<file path="src/rtl/acrb_pkg.sv">
// Shared types and constants for the A-law capture ring buffer.
package acrb_pkg;

    localparam int IN_DATA_W  = 24;
    localparam int IN_USER_W  = 2;
    localparam int OUT_DATA_W = 8;
    localparam int CFG_ADDR_W = 8;
    localparam int CFG_DATA_W = 13;
    localparam int SAMPLE_W   = 16;
    localparam int COUNT_W    = 7;
    localparam int QUEUE_DEPTH = 2;

    localparam logic [CFG_ADDR_W-1:0] CFG_ALAW_MODE   = 8'd0;
    localparam logic [CFG_ADDR_W-1:0] CFG_BUFFER_SIZE = 8'd1;

    localparam logic [7:0] ALAW_XOR = 8'hD5;
    localparam logic [3:0] ALAW_MANT_MASK = 4'hF;

    typedef enum logic [1:0] {
        CMD_PUSH  = 2'd0,
        CMD_READ  = 2'd1,
        CMD_CLEAR = 2'd2,
        CMD_NONE  = 2'd3
    } t_cmd;

    typedef enum logic [1:0] {
        BK_IDLE,
        BK_PUSH2,
        BK_READ
    } t_back_state;

    // One classified operation handed from the front end to the back end.
    typedef struct packed {
        t_cmd               op;
        logic [7:0]         b0;
        logic [7:0]         b1;
        logic               two;
        logic [COUNT_W-1:0] count;
    } t_op;

    // One result transaction waiting for the output port.
    typedef struct packed {
        logic [7:0] data;
        logic       last;
        logic       empty;
    } t_res;

endpackage

</file>
<file path="src/rtl/acrb_front.sv">
// Front end: accepts commands, encodes samples in A-law mode and clamps read counts.
module acrb_front #(
    parameter int MAX_READ = 64
) (
    input  logic                           i_tvalid,
    output logic                           o_tready,
    input  logic [acrb_pkg::IN_DATA_W-1:0] i_tdata,
    input  logic [acrb_pkg::IN_USER_W-1:0] i_tuser,
    input  logic                           i_alaw_mode,
    input  logic                           i_q_full,
    output logic                           o_push,
    output acrb_pkg::t_op                  o_op
);

    function automatic logic [7:0] alaw_encode(input logic [15:0] raw);
        logic        sgn;
        logic [14:0] mag;
        logic [15:0] neg;
        logic [2:0]  seg;
        logic [3:0]  mant;
        sgn = raw[15];
        neg = ~raw + 16'd1;
        if (!sgn) begin
            mag = raw[14:0];
        end else if (raw == 16'h8000) begin
            mag = 15'h7FFF;
        end else begin
            mag = neg[14:0];
        end
        priority if (mag[14]) seg = 3'd7;
        else if (mag[13]) seg = 3'd6;
        else if (mag[12]) seg = 3'd5;
        else if (mag[11]) seg = 3'd4;
        else if (mag[10]) seg = 3'd3;
        else if (mag[9])  seg = 3'd2;
        else if (mag[8])  seg = 3'd1;
        else              seg = 3'd0;
        // Segment zero keeps the same step size as segment one.
        unique case (seg)
            3'd0:    mant = mag[7:4];
            3'd1:    mant = mag[7:4];
            3'd2:    mant = mag[8:5];
            3'd3:    mant = mag[9:6];
            3'd4:    mant = mag[10:7];
            3'd5:    mant = mag[11:8];
            3'd6:    mant = mag[12:9];
            default: mant = mag[13:10];
        endcase
        mant = mant & acrb_pkg::ALAW_MANT_MASK;
        return {sgn, seg, mant} ^ acrb_pkg::ALAW_XOR;
    endfunction

    logic [15:0]                    sample;
    logic [acrb_pkg::COUNT_W-1:0]   raw_count;
    acrb_pkg::t_cmd                 cmd;

    assign sample    = i_tdata[15:0];
    assign raw_count = i_tdata[22:16];
    assign cmd       = acrb_pkg::t_cmd'(i_tuser);
    assign o_tready  = ~i_q_full;
    // The unused command code is consumed without queuing anything.
    assign o_push    = i_tvalid && !i_q_full && (cmd != acrb_pkg::CMD_NONE);

    always_comb begin
        o_op.op    = cmd;
        o_op.two   = ~i_alaw_mode;
        o_op.b1    = sample[15:8];
        o_op.b0    = i_alaw_mode ? alaw_encode(sample) : sample[7:0];
        if (raw_count == '0) begin
            o_op.count = acrb_pkg::COUNT_W'(1);
        end else if (raw_count > acrb_pkg::COUNT_W'(MAX_READ)) begin
            o_op.count = acrb_pkg::COUNT_W'(MAX_READ);
        end else begin
            o_op.count = raw_count;
        end
    end

endmodule

</file>
<file path="config.mk">
export PLATFORM = sky130hd
export DESIGN_NAME = acrb_front
export DESIGN_NICKNAME = d
export VERILOG_FILES = /design/src/rtl/acrb_pkg.sv /design/src/rtl/acrb_front.sv
export SDC_FILE = /design/constraint.sdc
export NUM_CORES = 1
export LEC_CHECK = 0
export BUFFER_PORTS_ARGS = -buffer_cell sky130_fd_sc_hd__buf_2
export CAP_MARGIN = 0
export CORE_MARGIN = 3
export CORE_UTILIZATION = 47
export DETAILED_ROUTE_END_ITERATION = 8
export PLACE_DENSITY = 0.85
export SYNTH_ARGS = -nofsm -noshare
export SYNTH_HDL_FRONTEND = slang
export SYNTH_SLANG_ARGS = --single-unit
</file>
<file path="constraint.sdc">
create_clock -name vclk -period 3.6
set_input_delay 0.72 -clock vclk [all_inputs]
set_output_delay 0.72 -clock vclk [all_outputs]
set_load 0.005 [all_outputs]
</file>
==> metrics.cfg, run 1 <==
[run_status]
status=complete, but fails checks
violations=negative setup slack

[timing]
slew_violations=0
period_minus_slack_ns=3.644
finalSetupTns_ns=-0.04379
relSlewSlack_pct=67.30
hold_viol=0
worst_pin_slew_ns=0.4854
setup_ws_ns=-0.04379
fmax_ghz=0.2744
setup-violations-final=1
grt_setup_unrepaired=true
timing.final.crit_share_pct=101.2

[yosys]
synth.top_cells.by_area=buf_4, nor2_1, nand2_1
yosysWarnings=0
ys_seq_area_share_pct=0
synth_top_area_share_pct=7.444
synth_nets=185
syn_avg_cell_area_um2=6.465
synthesis.area_um2=1008
synth_cells=156
ys_types=52
synth_top_cell_by_area=buf_4

[detailed_routing]
met1_length_um=1444
postRouteAntennaNets=0
wl_per_cell_um=16.22
top_layer=met4
drc=0
first_iter_violations=59
firstDrtPassIters=5
wl_met3_um=378
met2_length_um=1962
drt_wl_total_um=3892
via_count=1500
vias_per_cell=6.250

[worst_setup_path]
crit_path_start_kind=primary input
crit_path_max_fanout=6
end_kind=primary output
crit_type=in -> out
cp.required_ns=2.88
crit_arrival_ns=2.92

[floorplan]
rows=16
die_area_um2=2737
start_util_pct=50.37
coreArea_um2=2002
die_h_um=52.32
ios=57
fp.dieW_um=52.32

[min_path]
worstHoldStart=i_tuser[1]
hp-class=in -> out
hold-path-cell-count=2
hold_end=o_op[25]

[cells_and_area]
seq_cells=0
fin_cells=240
layout.nets=244
area_growth_pct=50.87
nClkBuffers=0
antenna_cells=0
drive_gt1_share_pct=49.77
seqCellArea_um2=0

[pwr]
p_leak_nw=0.6696
vdd_drop_max_uv=85.93
power_density_nw_per_um2=138.8

[grt]
grt_pass1_vias=1293
grt_pass1_wl_um=5354
overflow=0
grt.total_usage_pct=24.21
grt_start_max_net_pins=15
antenna_found_initial=0

[clock_network]
hold_buffers=0

[place]
place_inst=240
io_buffers=56
dpl.hpwl_um=2856
gp_congestion=0.9618

[job]
drv_cap=0

## worst max-delay path by stage
stage,start,to,slack (ns),depth (start not counted)
4_1_cts,i_tdata[0],o_op[19],-0.01,12
5_1_grt,i_tdata[3],o_op[18],-0.1,12
3_5_place_dp,i_tdata[0],o_op[17],-0.08,10
6_report,i_tdata[3],o_op[18],-0.04,12
2_1_floorplan,i_tdata[0],o_op[19],0.35,9
3_3_place_gp,i_tdata[0],o_op[19],0.02,10
## through the flow
step | util [%] | total power [W] | setup slack [ns] | hold WS [ns] | instance area [um^2]
final | 76.00 | 0.0002112 | -0.04379 | 1.626 | 1521
after global placement | 67.06 | 0.0001719 | 0.01681 | 1.621 | 1343
after global routing | 76.00 | 0.0002266 | -0.09515 | 1.630 | 1521
after detailed placement | 67.06 | 0.0001782 | -0.08275 | 1.623 | 1343
after floorplan | - | 0.0001036 | 0.3546 | 1.470 | 1008
after CTS | 67.81 | 0.0001804 | -0.01373 | 1.623 | 1358
## report_power, final
part | internal (W) | switching, W
clock network | 0 | 0
registers | 0 | 0
logic | 0.0000944 | 0.000117
## timing repair
action	4_1_cts	5_1_grt
resized for setup	5	30
hold endpoints to repair	0	0
setup buffers	0	0
pin swaps	0	17
setup endpoints to repair	3	4
## cell usage after synthesis (2+ instances only)
master,instances
nand4_1,3
a311oi_1,3
a21oi_1,7
o31ai_1,4
a31oi_1,5
xor2_1,4
buf_2,2
nand2_1,14
mux2_2,3
inv_1,6
or2_2,3
a2bb2oi_1,2
a21o_1,4
a41oi_1,2
or4_1,2
buf_4,10
a22oi_1,2
nor2b_1,6
o21ai_1,3
o21ai_0,9
nor2_1,19
clkbuf_1,3
xnor2_1,3
or3_1,2
mux2i_1,2
nor3_1,6
a211oi_1,2
## worst max-delay path: stages
cell     delay (ns)
buf_8          0.10
nor4_4         0.28
buf_6          0.18
nand4_1        0.20
o21ai_2        0.21
xor2_1         0.08
buf_4          0.17
o211a_4        0.15
or4_4          0.53
o21ai_2        0.09
o31ai_2        0.08
buf_2          0.13
## layer usage
metal	global-route usage [%]	vias up
met5	0	-
met4	3.830	0
met3	1.709	13
met2	47.11	96
met1	28.62	696
li1	-	695
## cells by family after synthesis
kind of cell | count (synthesis) | synth area share, %
AO/OA/AOI/OAI | 55 | 39.21
XOR/XNOR | 8 | 7.693
buffers and inverters | 22 | 12.90
multiplexers | 5 | 5.335
AND/OR/NAND/NOR | 66 | 34.87
## final cells by class
cell class	instances	area, um^2
inverter	6	22.52
timing repair buffer	73	427.9
tap	27	33.78
multi-input combinational	134	1037
fill	155	480.5
## placed cells by master, fill, tap and decap left out, types with 3 or more instances in the layout
cell type and count:
o31ai_1 3, nor2b_1 6, a21o_1 4, xor2_1 4, buf_4 16, nor3_1 5, a31oi_1 5, inv_1 6
buf_2 54, nand2_1 13, nor2_1 19, nand4_1 3, o21ai_0 7, a21oi_1 6
No activity file was read; power rests on OpenSTA's default activity.
==> run 2, diff against run 1 <==
--- a/config.mk
+++ b/config.mk
@@ -6,11 +6,12 @@
 export NUM_CORES = 1
 export LEC_CHECK = 0
 export BUFFER_PORTS_ARGS = -buffer_cell sky130_fd_sc_hd__buf_2
-export CAP_MARGIN = 0
+export CAP_MARGIN = 10
 export CORE_MARGIN = 3
 export CORE_UTILIZATION = 47
 export DETAILED_ROUTE_END_ITERATION = 8
 export PLACE_DENSITY = 0.85
+export REMOVE_ABC_BUFFERS = 1
 export SYNTH_ARGS = -nofsm -noshare
 export SYNTH_HDL_FRONTEND = slang
 export SYNTH_SLANG_ARGS = --single-unit
==> run 2 against run 1 <==
  * The flow still finishes with violations (negative setup slack)
  * Core utilization is 1.1 points higher
  * Maximum frequency is 0.27% higher
  * Die area stayed put
  * Worst setup slack better by 0.010 ns
  * Non-clock buffer count is 5 higher
  * Routed wire length is 1.6% higher
  * Critical path depth is 1 lower
  * Final cell count is 2.1% higher
  * Via count is 2.5% higher
  * Sequential cell count stayed put
  * Total power is 2.1% higher
  * Largest power group unchanged
==> metrics.cfg, run 2 (synthesized netlist as in run 1, its figures left out) <==
[run_status]
status=complete, but fails checks
violations=negative setup slack

[timing]
relSlewSlack_pct=66.55
setup-violations-final=1
whs_ns=1.623
setup_ws_ns=-0.03384
fmax_ghz=0.2752
grt_setup_unrepaired=true
worst_pin_slew_ns=0.5018
timing.final.crit_share_pct=100.9
period_minus_slack_ns=3.634
slew_violations=0
hold_viol=0

[place]
io_buffers=56
dpl.hpwl_um=2842
pre_cts_ws_ns=-0.07828
gp_congestion=1.049

[cells_and_area]
layout.nets=249
antenna_cells=0
area_growth_pct=52.98
seqCellArea_um2=0
final_common_cell=buf_2
nClkBuffers=0
seq_cells=0
drive_gt1_share_pct=50.00
fin_util_pct=77.06
final_cell_mix=buf_2, buf_4, nor2_1, nand2_1

[detailed_routing]
wl_per_cell_um=16.14
drc=0
firstDrtPassIters=4
drt_wl_total_um=3954
postRouteAntennaNets=0
vias_per_cell=6.273
first_iter_violations=82
via_count=1537

[worst_setup_path]
cp.required_ns=2.88
crit_path_max_fanout=6
crit_path_start_kind=primary input
end_kind=primary output
crit_arrival_ns=2.91
crit_type=in -> out

[grt]
grt_pass1_vias=1317
grt_start_max_net_pins=15
antenna_found_initial=0
grt_pass1_wl_um=5444
grt.total_usage_pct=24.62
overflow=0

[floorplan]
die_h_um=52.32
ios=57
rows=16
coreArea_um2=2002
start_util_pct=50.37
fp.dieW_um=52.32
die_area_um2=2737

[pwr]
power_density_nw_per_um2=139.8
p_leak_nw=0.6896
vdd_drop_max_uv=86.18

[job]
drv_cap=0

[min_path]
hold-path-cell-count=2
hp-class=in -> out

-- run 2: power breakdown --
group	internal [W]	total [W]	switching, W	leakage (nW)
registers	0	0	0	0
clock network	0	0	0	0
logic	0.0000983	0.000216	0.000117	0.690
-- run 2: final timing paths --
path  startpoint  endpoint  slack [ns]
max   i_tdata[1]  o_op[18]       -0.03
min   i_tuser[0]  o_op[24]        1.62
-- run 2: per-stage QoR --
step / total power, W / area (um^2) / setup TNS [ns] / cells
after CTS: 0.0001761 / 1340 / 0 / 238
after global placement: 0.0001686 / 1328 / -0.03948 / 238
after detailed placement: 0.0001742 / 1328 / -0.1582 / 238
after global routing: 0.0002318 / 1543 / -0.2915 / 245
final: 0.0002156 / 1543 / -0.03384 / 245
after floorplan: 0.00009044 / 900.9 / 0 / 140
-- run 2: worst max-delay path: stages --
cell	delay, ns
buf_2	0.13
nor4_4	0.26
buf_6	0.18
nand4_1	0.14
or2_2	0.33
o21bai_2	0.21
o21a_1	0.24
nor2_1	0.11
a311oi_1	0.34
o31ai_2	0.11
buf_2	0.14
-- run 2: final cells by class --
type	instances	area, um^2
Inverter	6	22.52
Multi-Input combinational cell	134	1025
Fill cell	154	459.2
Timing Repair Buffer	78	461.7
Tap cell	27	33.78
-- run 2: per-layer routing --
metal	vias to the layer above	GRT usage, %	part of all wire, %
met4	0	8.936	2.7
li1	706	-	-
met5	-	0	0
met1	712	29.97	37
met2	101	44.63	52
met3	18	1.425	8.7
-- run 2: repair_timing --
action | 4_1_cts | 5_1_grt
buffers inserted | 0 | 7
pin swaps | 0 | 18
hold buffers | 0 | 0
setup endpoints to repair | 3 | 4
gates resized for setup | 3 | 28
