[config.mk]
export PLATFORM = sky130hd
export DESIGN_NAME = acrb_queue
export DESIGN_NICKNAME = d
export VERILOG_FILES = /design/src/rtl/acrb_pkg.sv /design/src/rtl/acrb_queue.sv
export SDC_FILE = /design/constraint.sdc
export NUM_CORES = 1
export LEC_CHECK = 0
export ABC_AREA = 1
export BUFFER_PORTS_ARGS = -buffer_cell sky130_fd_sc_hd__buf_2
export CORE_ASPECT_RATIO = 2
export CORE_MARGIN = 3
export CORE_UTILIZATION = 40
export DETAILED_ROUTE_END_ITERATION = 12
export HOLD_SLACK_MARGIN = 0.06
export PLACE_DENSITY = 0.64
export SLEW_MARGIN = 5
export SYNTH_ARGS = -nofsm -noshare
export SYNTH_HDL_FRONTEND = slang
export SYNTH_SLANG_ARGS = --single-unit
export TNS_END_PERCENT = 20
[constraint.sdc]
create_clock -name i_clk -period 2.02 [get_ports i_clk]
set_clock_uncertainty 0.05 [all_clocks]
set_input_delay 0.202 -clock i_clk [delete_from_list [all_inputs] [get_ports i_clk]]
set_output_delay 0.202 -clock i_clk [all_outputs]
set_load 0.02 [all_outputs]
[src/rtl/acrb_pkg.sv]
// Shared types and constants for the A-law capture ring buffer.
package acrb_pkg;

    localparam int IN_DATA_W  = 24;
    localparam int IN_USER_W  = 2;
    localparam int OUT_DATA_W = 8;
    localparam int CFG_ADDR_W = 8;
    localparam int CFG_DATA_W = 13;
    localparam int SAMPLE_W   = 16;
    localparam int COUNT_W    = 7;
    localparam int QUEUE_DEPTH = 2;

    localparam logic [CFG_ADDR_W-1:0] CFG_ALAW_MODE   = 8'd0;
    localparam logic [CFG_ADDR_W-1:0] CFG_BUFFER_SIZE = 8'd1;

    localparam logic [7:0] ALAW_XOR = 8'hD5;
    localparam logic [3:0] ALAW_MANT_MASK = 4'hF;

    typedef enum logic [1:0] {
        CMD_PUSH  = 2'd0,
        CMD_READ  = 2'd1,
        CMD_CLEAR = 2'd2,
        CMD_NONE  = 2'd3
    } t_cmd;

    typedef enum logic [1:0] {
        BK_IDLE,
        BK_PUSH2,
        BK_READ
    } t_back_state;

    // One classified operation handed from the front end to the back end.
    typedef struct packed {
        t_cmd               op;
        logic [7:0]         b0;
        logic [7:0]         b1;
        logic               two;
        logic [COUNT_W-1:0] count;
    } t_op;

    // One result transaction waiting for the output port.
    typedef struct packed {
        logic [7:0] data;
        logic       last;
        logic       empty;
    } t_res;

endpackage

[src/rtl/acrb_queue.sv]
// Two-entry operation queue between the front end and the back end.
module acrb_queue (
    input  logic          i_clk,
    input  logic          i_rst_n,
    input  logic          i_push,
    input  acrb_pkg::t_op i_data,
    output logic          o_full,
    output logic          o_valid,
    output acrb_pkg::t_op o_data,
    input  logic          i_pop
);

    localparam int AW = $clog2(acrb_pkg::QUEUE_DEPTH);
    localparam int CW = $clog2(acrb_pkg::QUEUE_DEPTH + 1);

    acrb_pkg::t_op r_slot [acrb_pkg::QUEUE_DEPTH];
    logic [AW-1:0] r_wr, n_wr;
    logic [AW-1:0] r_rd, n_rd;
    logic [CW-1:0] r_cnt, n_cnt;
    logic          do_push;
    logic          do_pop;

    assign o_full  = (r_cnt == CW'(acrb_pkg::QUEUE_DEPTH));
    assign o_valid = (r_cnt != '0);
    assign o_data  = r_slot[r_rd];
    assign do_push = i_push && !o_full;
    assign do_pop  = i_pop && o_valid;

    always_comb begin
        n_wr  = do_push ? r_wr + AW'(1) : r_wr;
        n_rd  = do_pop ? r_rd + AW'(1) : r_rd;
        n_cnt = r_cnt + CW'(do_push) - CW'(do_pop);
    end

    always_ff @(posedge i_clk) begin
        if (!i_rst_n) begin
            r_wr  <= '0;
            r_rd  <= '0;
            r_cnt <= '0;
        end else begin
            r_wr  <= n_wr;
            r_rd  <= n_rd;
            r_cnt <= n_cnt;
        end
    end

    always_ff @(posedge i_clk) begin
        if (do_push) begin
            r_slot[r_wr] <= i_data;
        end
    end

endmodule

==> results.md, run 1 <==
- Post-DP HPWL: 2870 um
- DRC viols: 0
- Worst-Skew Late Latency: 0.32 ns
- Vias per cell: 4.69
- CTS root buffer: clkbuf_8
- Worst Path Arrival: 1.93 ns
- Initial Util: a little over two fifths
- Post-CTS setup buffers: 0
- Aggregate global-route resource usage: 13.8%
- CTS H-tree lvls: 3
- RSZ-0062 raised after global routing: no
- Pwr Density: between 1000 and 1500 nW/um2
- CTS tree: built
- Tcrit/Tclk final: between 80% and 90%
- Clock share of power: 23.0%
- Clk sink count: 57
- Gpl congestion: between 0.6 and 0.7
- Number of hold buffers added after CTS: 27
- Unique masters post-synth: 12
- Synth top area share: a little over two thirds
- Critical path's top delay family: adder cells
- Largest area contributor in the netlist: edfxtp_1
- CP max stage delay: 0.35 ns
- Multi-input logic area: 484 um2
- Worst-margin pin slew: 0.356 ns
- First-pass DRT Iterations: 4
- Main flop type after synthesis: edfxtp_1
- Total negative slack: 0 ns
- CP Capture Type: flip-flop
- Worst hold margin: 0.158 ns
- Crit-path max FO: 4
- Max-Cap Viols: 0
- Critical path class: flip-flop to flip-flop
- Post-route ant nets: 0
- WL/cell: 14.8 um
- Synthesis warning total: 0
- Max VDD drop: 0.949 mV
- Core Area: around 5300 um2
- Switching pwr: 1.09 mW
- Area grow syn2layout: 34.5%
- Drt initial violations: 43
- Share of cells above drive strength 1: 45.2%
- CTS buffer count: 9
- Overall Power: 3.52 mW
- # setup viols final: 0
- Most common library cells after synthesis: edfxtp_1 (52), mux2_4 (20), inv_1 (9), nand2_1 (9), nor2_1 (8)
- Int Power: 2.43 mW
- Vias in the first global route: 1387
- Period minus WS final: 1.77 ns
- Worst min-delay path class: primary input to flip-flop
- Comb pwr share: approximately a third
- Vias: 1298
- Worst slack at placement: 0.288 ns
- Cell count after synthesis: 119
- Pleak: 1.24 nW
- Sw Share: a little under a third
- Synth area leaders: edfxtp_1 (70%), mux2_4 (13%), dfxtp_1 (4.5%), mux2_2 (3.0%), buf_12 (1.8%)
- I/O pins: 58
- Status: completed
- Relative max-transition margin: about three quarters
- GRT overflow: 0
- First-pass GRT wire length: 6410 um
- Number of flops mapped to enable cells by yosys: 52
- Fmax: 0.566 GHz
- Post-synth ARST share: 0%
- Most instantiated library cell after synthesis: edfxtp_1
- Antenna cell count: 0
- Layout Nets: approximately 250
- CTS Buffer Depth: 2
- Largest net degree at the start of global routing: 27
- Synthesized flop and latch total: 57
- Register area: 1660 um2
- Buffer and inverter count on the worst path: 3
- Routed wire length: 4090 um
- Worst Setup Slack, final: 0.252 ns
- Syn_area_per_cell: 18.7 um2
- CP Data Required Time: 2.18 ns
- Critical Path Start Type: flip-flop
- CTS-repair resized insts: 0
- Fraction of the yosys area taken by sequential cells: roughly 75%
- Hold Vio Cnt, Final: 0
- I/O Buffers: 57
- Die Y: 112 um
- Placement Rows: 37
- Clock transition at path regs: 0.06 ns
- Slew Limit Fails: 0
- Worst path slowest cell: dfxtp_1
- Die area: around 6600 um2
- Synth Cell Area: 2230 um2
- Part of the power in registers: 44.6%
- Layout fillers: 463
- Die Wd: 58.8 um
- Critical path cell sequence: inv_1, nand2_1, nand2_1, ha_1, inv_1, ha_1, inv_1, nand2_1, a21oi_1, nor2_1
- Synthesized net count: around 150
- Antenna violations before repair: 0
-- metal layers --
| metal | vias up | part of all wire, % | routed length, um | GRT usage, % |
|---|---|---|---|---|
| met5 | - | 0 | 0 | 0 |
| met4 | 0 | 2.5 | 101 | 9.53 |
| met3 | 8 | 5.1 | 208 | 5.22 |
| met2 | 45 | 58 | 2380 | 23.9 |
| met1 | 619 | 34 | 1400 | 12.6 |
| li1 | 626 | - | - | - |
-- stage by stage --
step	area, um2	instances	utilization [%]
floorplan	2230	119	-
global placement	2570	234	48.8
detailed placement	2570	234	48.8
CTS	3000	277	56.8
global route	3000	277	56.8
finish	3000	277	56.8
-- cell type report --
| type | instances | share of cell area (%) |
|---|---|---|
| Clock inverter | 6 | 0.835 |
| Sequential cell | 57 | 55.5 |
| Clock buffer | 10 | 4.26 |
| Inverter | 9 | 1.13 |
| Timing Repair Buffer | 87 | 19.7 |
| Tap cell | 58 | 2.42 |
| Multi-Input combinational cell | 50 | 16.2 |
-- power by group through the flow --
stage          registers, mW  logic, mW  clock network [mW]
6_report                1.57       1.14               0.811
2_1_floorplan           1.57      0.832                   0
4_1_cts                 1.57       1.15               0.849
3_3_place_gp            1.58       1.05                   0
3_5_place_dp            1.60       1.11                   0
5_1_grt                 1.58       1.22               0.911
-- final timing paths --
check,from,to,slack (ns),cells after the start
min reg2reg,r_rd$_SDFFE_PN0P_,flip-flop,0.49,2
max reg2reg,r_cnt[0]$_SDFF_PN0_,r_cnt[1]$_SDFF_PN0_,0.25,10
max,r_cnt[0]$_SDFF_PN0_,r_cnt[1]$_SDFF_PN0_,0.25,10
min,i_pop,flip-flop,0.16,4
-- cell usage in the layout, fill, tap and decap left out, drive strengths merged --
master       netlist  layout
nand2              9       9
mux2              26      26
a21oi              2       2
clkbuf             0      10
nand3              3       3
buf                3      60
nor2               8       8
dlygate4sd3        0      27
dfxtp              5       5
edfxtp            52      52
clkinv             0       6
inv                9       9
ha                 2       2
-- registers in the layout, summed over array words and instances, names as in the netlist, named ones only --
register  flops
r_wr          1
r_cnt         2
r_rd          1
r_slot       52
-- worst register-to-register path: stages (launching register included) --
cell and delay [ns]:
dfxtp_1 0.35, inv_1 0.06, nand2_1 0.13, nand2_1 0.11, ha_1 0.29, inv_1 0.04
ha_1 0.20, inv_1 0.07, nand2_1 0.08, a21oi_1 0.22, nor2_1 0.07
-- kinds of logic after synthesis --
kind of cell,after synthesis,share of synthesized area (%)
AO/OA/AOI/OAI,2,0.449
adder cells (fa/ha/maj),2,1.12
multiplexers,26,16.5
flip-flops,57,74.6
AND/OR/NAND/NOR,20,3.54
buffers and inverters,12,3.82
Power figures use the tool's default switching activity.
==> inputs of run 2 (changes only) <==
CORE_MARGIN = 2   (was 3)
PLACE_DENSITY = 0.61   (was 0.64)
clock period = 1.7 ns   (was 2.02 ns; I/O delays follow)
==> run 2 against run 1 <==
Against the previous run: clock-buffer cell count up 2; sequential power up 20%; power up 23%; cell count up 2.2%; global-route usage up 0.44 points; wire length down 0.22%; critical path depth unchanged; register-to-register slack worse by 0.22 ns; worst hold slack worse by 0.034 ns; sequential share of layout area down 1.1 points; sequential cell count unchanged; critical endpoint unchanged.
==> results.md, run 2 (same netlist as run 1, synthesis figures left out) <==
- Status: completed
- First-pass GRT wire length: between 6000 and 7000 um
- Crit-path max FO: 3
- Vias per cell: 4.69
- Worst path slowest cell: dfxtp_2
- Tcrit/Tclk final: 97.9%
- Die Wd: 56.8 um
- Most frequent CP cell: nor2_1
- Aggregate global-route resource usage: between 10 and 15%
- Fmax: 0.601 GHz
- Critical path class: flip-flop to flip-flop
- Share of cells above drive strength 1: between 50% and 60%
- Buffer and inverter count on the worst path: 2
- Max reg flops: 52
- Core Area: around 5400 um2
- Met3 Track Usage GR: 4.35%
- GRT overflow: 0
- CTS tree: built
- Worst slack at placement: -0.0949 ns
- Vias: 1327
- Critical path cell sequence: nor2_1, nor2_1, ha_4, inv_1, ha_2, inv_1, nand2_1, nand3_1, nand2_1, nor2_1
- # setup viols final: 0
- CP Capture Type: flip-flop
- Most flop-heavy register: r_slot
- Post-DP HPWL: 2790 um
- DRC viols: 0
- Max VDD drop: 1.06 mV
- Clk sink count: 57
- Worst-Skew Late Latency: about 0.32 ns
- I/O Buffers: 57
- Die Y: about 110 um
- Pleak: 1.27 nW
- GR met2 Demand/Resource: about a quarter
- CTS Buffer Depth: 2
- Post-layout util: 56.5%
- Post-route ant nets: 0
- Slew Limit Fails: 0
- Critical path's top delay family: simple AND/OR/NAND/NOR gates
- Vias in the first global route: 1384
- Area grow syn2layout: 37.3%
- Gpl congestion: 0.690
- Initial Util: roughly 41%
- Worst Setup Slack, final: 0.0351 ns
- Layout Nets: 250
- CTS H-tree lvls: 3
- Worst-margin pin slew: 0.278 ns
- Final instance area: 3060 um2
- Drt initial violations: between 50 and 60
- Period minus WS final: 1.66 ns
- Most common cell after layout, fill and taps aside: buf_2
- Critical Path Start Type: flip-flop
- Relative max-transition margin: around four fifths
- Max-Cap Viols: 0
- Pwr Density: 1410 nW/um2
- GR Util met1: 13.6%
- I/O pins: 58
- CP max stage delay: 0.36 ns
- Top flop regs: r_slot (52), r_cnt (2)
- Most used routing layer: met2
- Worst Path Arrival: 1.83 ns
- Antenna cell count: 0
- Commonest cells after routing, fill and taps aside: buf_2 (57), edfxtp_1 (52), dlygate4sd3_1 (27)
- Largest net degree at the start of global routing: 16
- Clock transition at path regs: 0.06 ns
- Antenna violations before repair: 0
- Worst min-delay path class: primary input to flip-flop
- CTS root buffer: clkbuf_8
- WL/cell: 14.4 um
- Area post-placement: 2590 um2
- First-pass DRT Iterations: 4
- CTS buffer count: 9
- CP Data Required Time: roughly 1.9 ns
- Placement Rows: 38
- Hold Vio Cnt, Final: 0
- Routed wire length: 4090 um
- Die area: about 6200 um2
-- run 2: cell count changes in the layout (fill, tap and decap cells not counted), sizes merged --
cell    change
clkinv      -2
clkbuf      +2
buf         +4
-- run 2: metrics by stage --
| stage | instances | hold WS, ns | total power, mW | setup TNS [ns] |
|---|---|---|---|---|
| global route | 283 | 0.147 | 4.53 | -0.00407 |
| floorplan | 119 | 0.213 | 2.86 | 0 |
| finish | 283 | 0.124 | 4.33 | 0 |
| detailed placement | 239 | 0.312 | 3.22 | -0.0949 |
| CTS | 282 | 0.107 | 4.33 | 0 |
| global placement | 239 | 0.309 | 3.12 | 0 |
-- run 2: final timing paths --
kind	from	endpoint	slack, ns	depth (start not counted)
max	r_cnt[1]$_SDFF_PN0_	r_cnt[1]$_SDFF_PN0_	0.04	10
min	i_push	r_wr$_SDFFE_PN0P_	0.12	3
max reg2reg	r_cnt[1]$_SDFF_PN0_	r_cnt[1]$_SDFF_PN0_	0.04	10
min reg2reg	r_rd$_SDFFE_PN0P_	r_rd$_SDFFE_PN0P_	0.51	2
-- run 2: metal layers --
metal	vias to the layer above	wire length, um
met5	-	0
met4	0	60
met3	4	203
met2	52	2300
met1	634	1520
li1	637	-
-- run 2: power breakdown --
part	leakage, nW	total (mW)	switching (mW)	internal, mW
clock network	0.0899	1.03	0.471	0.558
logic	0.648	1.42	0.794	0.628
registers	0.528	1.88	0.0840	1.79
total	1.27	4.33	1.35	2.98
-- run 2: layout make-up --
cell class	count	area [um2]
fill	449	2360
sequential	57	1670
timing repair buffer	91	608
multi-input combinational	50	513
clock buffer	12	145
tap	60	75.1
inverter	9	33.8
clock inverter	4	20.0
-- run 2: worst min-delay path: cells and delay by family --
kind                   cells  cell delay [ns]
buffers and inverters      1             0.11
AO/OA/AOI/OAI              1             0.07
AND/OR/NAND/NOR            1             0.10
-- run 2: what timing repair did --
action	4_1_cts	5_1_grt
hold buffers	27	0
hold endpoints to repair	54	0
setup buffers	0	1
setup endpoints to repair	1	1
gates resized for setup	4	4
==> inputs of run 3 (changes only) <==
CORE_UTILIZATION = 45   (was 40)
PLACE_DENSITY = 0.68   (was 0.61)
clock period = 2.01 ns   (was 1.7 ns; I/O delays follow)
==> run 3 against run 2 <==
Against the previous run: cell count down 2.1%; critical path depth down 7; combinational power down 22%; non-clock buffer count down 3; clock-buffer cell count down 1; first-iteration DRC count down 45%; design area down 1.1%; clock power down 9%; highest routed layer unchanged; register-to-register slack better by 0.33 ns; power down 16%; die area down 11%; sequential power down 14%.
==> results.md, run 3 (same netlist as run 1, synthesis figures left out) <==
- Largest net degree at the start of global routing: 15
- Worst-Skew Late Latency: just over 0.3 ns
- Relative max-transition margin: 73.6%
- Tcrit/Tclk final: around 92%
- Status: completed
- Initial Util: 46.2%
- Pwr Density: 1210 nW/um2
- Most flop-heavy register: r_slot
- Area grow syn2layout: 35.8%
- Post-CTS setup buffers: 0
- Max-Cap Viols: 0
- Antenna violations before repair: 0
- CTS root buffer: clkbuf_8
- Die Wd: 53.8 um
- Worst slack at placement: 0.366 ns
- Worst Path Arrival: 1.59 ns
- First-pass GRT wire length: 6090 um
- Die area: about 5600 um2
- WL/cell: 14.0 um
- # setup viols final: 0
- I/O pins: 58
- I/O Buffers: 57
- Layout Nets: 247
- CTS H-tree lvls: 3
- GRT overflow: 0
- Post-route ant nets: 0
- Total negative slack: 0 ns
- Fmax: between 0.5 and 0.6 GHz
- CTS Buffer Depth: 2
- CTS-repair resized insts: 0
- Vias per cell: between 4 and 5
- Crit-path max FO: 14
- CTS tree: built
- Routed wire length: 3890 um
- Gpl congestion: just under 0.7
- Commonest cells after routing, fill and taps aside: buf_2 (57), edfxtp_1 (52), dlygate4sd3_1 (26)
- Top flop regs: r_slot (52), r_cnt (2)
- Hold Vio Cnt, Final: 0
- Slew Limit Fails: 0
- Number of hold buffers added after CTS: 26
- Antenna cell count: 0
- RSZ-0062 raised after global routing: no
- Critical path class: flip-flop to output pin
- Placement Rows: 36
- Worst-margin pin slew: 0.395 ns
- Pleak: 1.26 nW
- Max reg flops: 52
- Core Area: 4820 um2
- Die Y: 104 um
- Clock transition at path regs: around 0.06 ns
- DRC viols: 0
- Post-DP HPWL: 2750 um
- Share of cells above drive strength 1: between 40% and 50%
- Period minus WS final: 1.84 ns
- Vias in the first global route: ~1.4k
- CTS buffer count: 9
- Clk sink count: 57
- Layout fillers: 349
- CP Data Required Time: 1.76 ns
- Aggregate global-route resource usage: 16.0%
- Most common cell after layout, fill and taps aside: buf_2
- Drt initial violations: 29
- First-pass DRT Iterations: 2
- Worst min-delay path class: primary input to flip-flop
- CP Capture Type: output pin
- Max VDD drop: 0.937 mV
- Worst Setup Slack, final: 0.168 ns
- Vias: 1306
- Critical Path Start Type: flip-flop
[run 3: cell count changes in the layout (fill, tap and decap cells not counted), sizes merged]
cell,delta
buf,-2
bufinv,+1
clkbuf,-1
dlygate4sd3,-1
[run 3: worst paths after layout]
path | from | to | slack, ns | cells past startpoint
max | flip-flop | o_data[1] | 0.17 | 3
min | i_rst_n | r_cnt[0]$_SDFF_PN0_ | 0.08 | 3
max reg2reg | r_cnt[0]$_SDFF_PN0_ | r_cnt[1]$_SDFF_PN0_ | 0.37 | 10
min reg2reg | r_rd$_SDFFE_PN0P_ | flip-flop | 0.51 | 2
[run 3: cell type report]
class                      instances  area (um2)  share of cell area (%)
timing repair buffer              88         596                    19.7
clock inverter                     5        46.3                    1.53
multi-input combinational         50         484                    16.0
clock buffer                      11         131                    4.34
inverter                           9        33.8                    1.12
sequential                        57        1660                    55.0
tap                               57        71.3                    2.36
[run 3: report_power, final]
| group | leakage, nW | total (mW) | switching [mW] | internal (mW) |
|---|---|---|---|---|
| Combinational | 0.639 | 1.11 | 0.598 | 0.508 |
| Clock | 0.0898 | 0.937 | 0.379 | 0.558 |
| Sequential | 0.527 | 1.61 | 0.0973 | 1.51 |
| Total | 1.26 | 3.65 | 1.07 | 2.58 |
[run 3: per-layer routing]
| layer | GRT usage, % | wire (um) |
|---|---|---|
| met5 | 0 | 0 |
| met2 | 27.9 | 2310 |
| met4 | 10.4 | 122 |
| met1 | 15.1 | 1300 |
| met3 | 4.03 | 156 |
[run 3: critical path, cell delays in order (launching register included)]
cell	delay [ns]
dfxtp_2	0.57
buf_12	0.22
mux2_4	0.32
buf_2	0.16
[run 3: per-stage QoR]
step	area, um2	util (%)	instances	hold WS [ns]	total power [mW]
2_1_floorplan	2230	-	119	0.244	2.41
3_3_place_gp	2590	53.7	235	0.339	2.66
3_5_place_dp	2590	53.7	235	0.343	2.71
4_1_cts	3030	62.8	277	0.0648	3.69
5_1_grt	3030	62.8	277	0.0949	3.83
6_report	3030	62.8	277	0.0811	3.65
